$ cat config.mk
export PLATFORM = sky130hd
export DESIGN_NAME = vtdi_ctrl
export DESIGN_NICKNAME = d
export VERILOG_FILES = /design/src/hdl/assert_macros.svh /design/src/hdl/vtdi_pkg.sv /design/src/hdl/vtdi_ctrl.sv
export SDC_FILE = /design/constraint.sdc
export NUM_CORES = 1
export LEC_CHECK = 0
export BUFFER_PORTS_ARGS = -buffer_cell sky130_fd_sc_hd__buf_4
export CORE_AREA = 5 5 42 44
export DETAILED_ROUTE_END_ITERATION = 10
export DIE_AREA = 0 0 47 49
export SLEW_MARGIN = 20
export SYNTH_ARGS = -nofsm -noshare
export SYNTH_HDL_FRONTEND = slang
export SYNTH_SLANG_ARGS = --single-unit
export TNS_END_PERCENT = 100
$ cat constraint.sdc
create_clock -name clk -period 1.5 [get_ports clk]
set_input_delay 0.15 -clock clk [delete_from_list [all_inputs] [get_ports clk]]
set_output_delay 0.15 -clock clk [all_outputs]
set_load 0.1 [all_outputs]
$ cat src/hdl/assert_macros.svh
// Assertion macros for the vertex dedup indexer datapath.
`ifndef ASSERT_MACROS_SVH
`define ASSERT_MACROS_SVH

// Check a property on every clock edge outside reset.
`define VTDI_ASSERT(label, prop, msg) \
  label: assert property (@(posedge clk) disable iff (!rst_n) (prop)) else $error(msg);

// Check that a condition implies a consequence in the following cycle.
`define VTDI_ASSERT_NEXT(label, ante, cons, msg) \
  label: assert property (@(posedge clk) disable iff (!rst_n) (ante) |=> (cons)) \
    else $error(msg);

`endif

$ cat src/hdl/vtdi_pkg.sv
// Shared types and constants for the vertex dedup indexer.
package vtdi_pkg;

  localparam int LANES       = 16;
  localparam int LANE_BITS   = 4;
  localparam int FIELD_W     = 16;
  localparam int MAX_SLOTS   = 4;
  localparam int OUT_IDX_W   = 10;
  localparam int IN_TDATA_W  = 64;
  localparam int IN_TUSER_W  = 5;
  localparam int OUT_TDATA_W = 16;
  localparam int OUT_TUSER_W = 2;

  typedef enum logic [1:0] {
    ST_IDLE,
    ST_SEARCH,
    ST_FINISH
  } state_t;

  typedef struct packed {
    logic accept;
    logic issue;
    logic capture;
    logic finish;
  } cmd_t;

  typedef struct packed {
    logic more_rows;
    logic cmp_vld;
    logic hit;
    logic out_free;
  } status_t;

endpackage

$ cat src/hdl/vtdi_ctrl.sv
// Control state machine: accept, row search, result writeback.
module vtdi_ctrl (
  input  logic              clk,
  input  logic              rst_n,
  input  logic              in_tvalid,
  output logic              in_tready,
  input  vtdi_pkg::status_t st,
  output vtdi_pkg::cmd_t    cmd
);

  vtdi_pkg::state_t state_r;
  vtdi_pkg::state_t state_nxt;

  always_ff @(posedge clk) begin
    if (!rst_n) begin
      state_r <= vtdi_pkg::ST_IDLE;
    end else begin
      state_r <= state_nxt;
    end
  end

  always_comb begin
    state_nxt = state_r;
    cmd       = '0;
    in_tready = 1'b0;
    case (state_r)
      vtdi_pkg::ST_IDLE: begin
        in_tready = 1'b1;
        if (in_tvalid) begin
          cmd.accept = 1'b1;
          state_nxt  = vtdi_pkg::ST_SEARCH;
        end
      end
      vtdi_pkg::ST_SEARCH: begin
        if (st.hit) begin
          cmd.capture = 1'b1;
          state_nxt   = vtdi_pkg::ST_FINISH;
        end else if (st.more_rows) begin
          cmd.issue = 1'b1;
        end else if (!st.cmp_vld) begin
          state_nxt = vtdi_pkg::ST_FINISH;
        end
      end
      vtdi_pkg::ST_FINISH: begin
        if (st.out_free) begin
          cmd.finish = 1'b1;
          state_nxt  = vtdi_pkg::ST_IDLE;
        end
      end
      default: begin
        state_nxt = vtdi_pkg::ST_IDLE;
      end
    endcase
  end

endmodule

==> impl_metrics.csv <==
group,metric,value,unit
pwr,swShare,39.9,%
detailed_routing,drtPass1Iterations,2,
synthesis,post_synth.cell_area_avg,8.68,µm²
finish,final_area,278,µm²
worst_setup_path,crit_family,"flip-flops",
clock_network,cts_tree,"done",
pwr,p_leak,0.000128,µW
worst_setup_path,cp.depth,3,
pwr,p_comb_share,41.4,%
timing,final.setup.tns,0,ps
finish,syn2layout_area_growth,113,%
place,routabilityCongestion,0.607,
die,rows,14,
worst_setup_path,reg2regPathDepth,3,
clock_network,clkLatencyLatePin,220,ps
clock_network,cts.sinks,2,
timing,setup_ws,145,ps
synthesis,yosysTopAreaCellShare,30.8,%
die,die_area,2300,µm²
synthesis,ys.flop_type,"dfxtp_1",
clock_network,htreeDepth,1,
die,start_util,9.29,%
synthesis,synthCells,15,
timing,finalClockSkew,2.26,ps
place,placed_cells,43,
worst_setup_path,worstPathCellList,"nor2b_1 > and2_2 > buf_4",
finish,layout.nets,39,
die,die_w,47,µm
place,io_buffers,11,
timing,maxSlewHeadroom,81.5,%
finish,largest_reg_flops,2,
worst_setup_path,crit_type,"reg -> out",
detailed_routing,ant_nets,0,
pwr,powerDensity,1110,nW/µm²
min_path,min_path_cells,2,
synthesis,synth-edff-count,0,
clock_network,numCtsBuffers,3,
finish,fin_util,19.8,%
finish,biggestRegsByFlops,"state_r (2)",
global_route,grt_pass1_vias,152,
detailed_routing,drt_iter0_drc,2,
synthesis,synth_top_area_cell,"dfxtp_1",
synthesis,yosysWarningCount,0,
status,status,"completed",
global_route,grt_use_total,4.57,%
pwr,vdd_drop_max,0.224,mV
synthesis,ys_ff_latch,2,
flow_run,drv_cap,0,
finish,largest_register,"state_r",
timing,fmax,0.738,GHz
worst_setup_path,cp_max_fo,6,
worst_setup_path,end_kind,"output pin",
worst_setup_path,crit_buf_inv,1,
place,place_area,251,µm²
detailed_routing,drc,0,
worst_setup_path,critPathSlowestCell,"dfxtp_1",
worst_setup_path,critPathLaunchType,"flip-flop",
synthesis,yosysSeqAreaShare,30.8,%
finish,drive_gt1_share,63.3,%
worst_setup_path,max_stage_delay,350,ps
synthesis,synthTopCellsByCount,"dfxtp_1 (2), nor2_1 (2)",
global_route,grt_max_degree,7,
finish,final_cells,46,
clock_network,cts_setup_buffers,0,
timing,setup_viol,0,
clock_network,holdBufCountCts,0,
timing,period_share,90.4,%
worst_setup_path,required,1350,ps
die,ios,12,
synthesis,synthTopCellsByArea,"dfxtp_1 (31%), nand4bb_1 (8.7%), nor4bb_1 (7.7%)",
pwr,p_seq_share,19.9,%
detailed_routing,vias,159,
worst_setup_path,worstPathArrival,1210,ps
timing,slew_viol_final,0,
detailed_routing,viasPerCell,3.46,
pwr,power.switching,123,µW
clock_network,clk_pin_slew,30,ps
timing,rsz0062_at_grt,"false",
die,die_y,49,µm
die,core,1400,µm²
place,pre_cts_ws,350,ps
clock_network,cts_resized,0,
synthesis,synth_nets,22,
detailed_routing,finalWirelength,389,µm
clock_network,max-clock-path-buffers,2,
global_route,grt-ovfl-total,0,
detailed_routing,drt-wirelength-per-cell,8.46,µm
synthesis,async_flop_share,0,%
global_route,grt_pass1_wl,600,µm
timing,worstMarginPinSlew,279,ps
synthesis,ys_types,13,
clock_network,cts-root-buf,"clkbuf_4",
pwr,p_int,185,µW
timing,hold_viol_final,0,
global_route,antenna_found_initial,0,
pwr,pwr-share-clk,38.7,%
synthesis,synth_area,130,µm²
finish,diodes,0,
min_path,hold_class,"in -> reg",
timing,min_period,1360,ps
placed cells by master (no fill, tap or decap), drive strengths merged:
cell type / Yosys / final
buf: 0 / 12
clkbuf: 0 / 3
and2: 2 / 2
dfxtp: 2 / 2
nor2: 2 / 2
nor2b: 1 / 1
and3b: 1 / 1
nand2: 1 / 1
o21bai: 1 / 1
nor4bb: 1 / 1
a31o: 1 / 1
nand3b: 1 / 1
nand4bb: 1 / 1
o21ai: 1 / 1
cell type report:
cell class,instances,area (µm²)
flip-flops and latches,2,40.0
repair buffers,12,93.8
well taps,16,20.0
multi-input cells,13,101
clock buffers,3,22.5
fillers,167,1120
per-stage QoR:
| step | hold slack, ps | power [µW] |
|---|---|---|
| after CTS | 170 | 319 |
| after detailed placement | 409 | 190 |
| after global routing | 164 | 333 |
| after global placement | 409 | 189 |
| after floorplan | 285 | 155 |
| final | 177 | 308 |
power groups by stage:
stage | logic [µW] | clock network [µW] | registers, µW
after detailed placement | 128 | 0 | 61.9
final | 128 | 119 | 61.2
after floorplan | 90.4 | 0 | 64.6
after global routing | 133 | 137 | 62.5
after global placement | 127 | 0 | 62.1
after CTS | 128 | 130 | 61.2
path summary, 6_finish.rpt:
check	endpoint	slack (ps)	from
worst min register to register	state_r[0]	630	state_r[0]
worst min-delay path	state_r[1]	180	rst_n
worst max-delay path	cmd[1]	140	state_r[1]
worst max register to register	state_r[1]	590	state_r[0]
metal layers:
layer	vias up	part of all wire (%)	track usage (%)
met4	0	0	6.91
met1	66	32	3.49
met2	7	50	4.98
li1	86	-	-
met3	0	18	4.43
met5	-	0	0
cell families (layout without fill, tap and decap cells):
| logic type | count (synthesis) | in the layout | share of synthesized area [%] |
|---|---|---|---|
| compound gates | 3 | 3 | 16.3 |
| buf+inv | 0 | 15 | 0 |
| flops | 2 | 2 | 30.8 |
| simple gates | 10 | 10 | 52.9 |
worst register-to-register path: cells and delay by family, from the launching register on:
family / cells / cell delay, ps
AND/OR/NAND/NOR: 1 / 290
flip-flops: 1 / 290
buffers and inverters: 1 / 150
AO/OA/AOI/OAI: 1 / 130
Note: power is estimated with default switching activity, not from simulation.
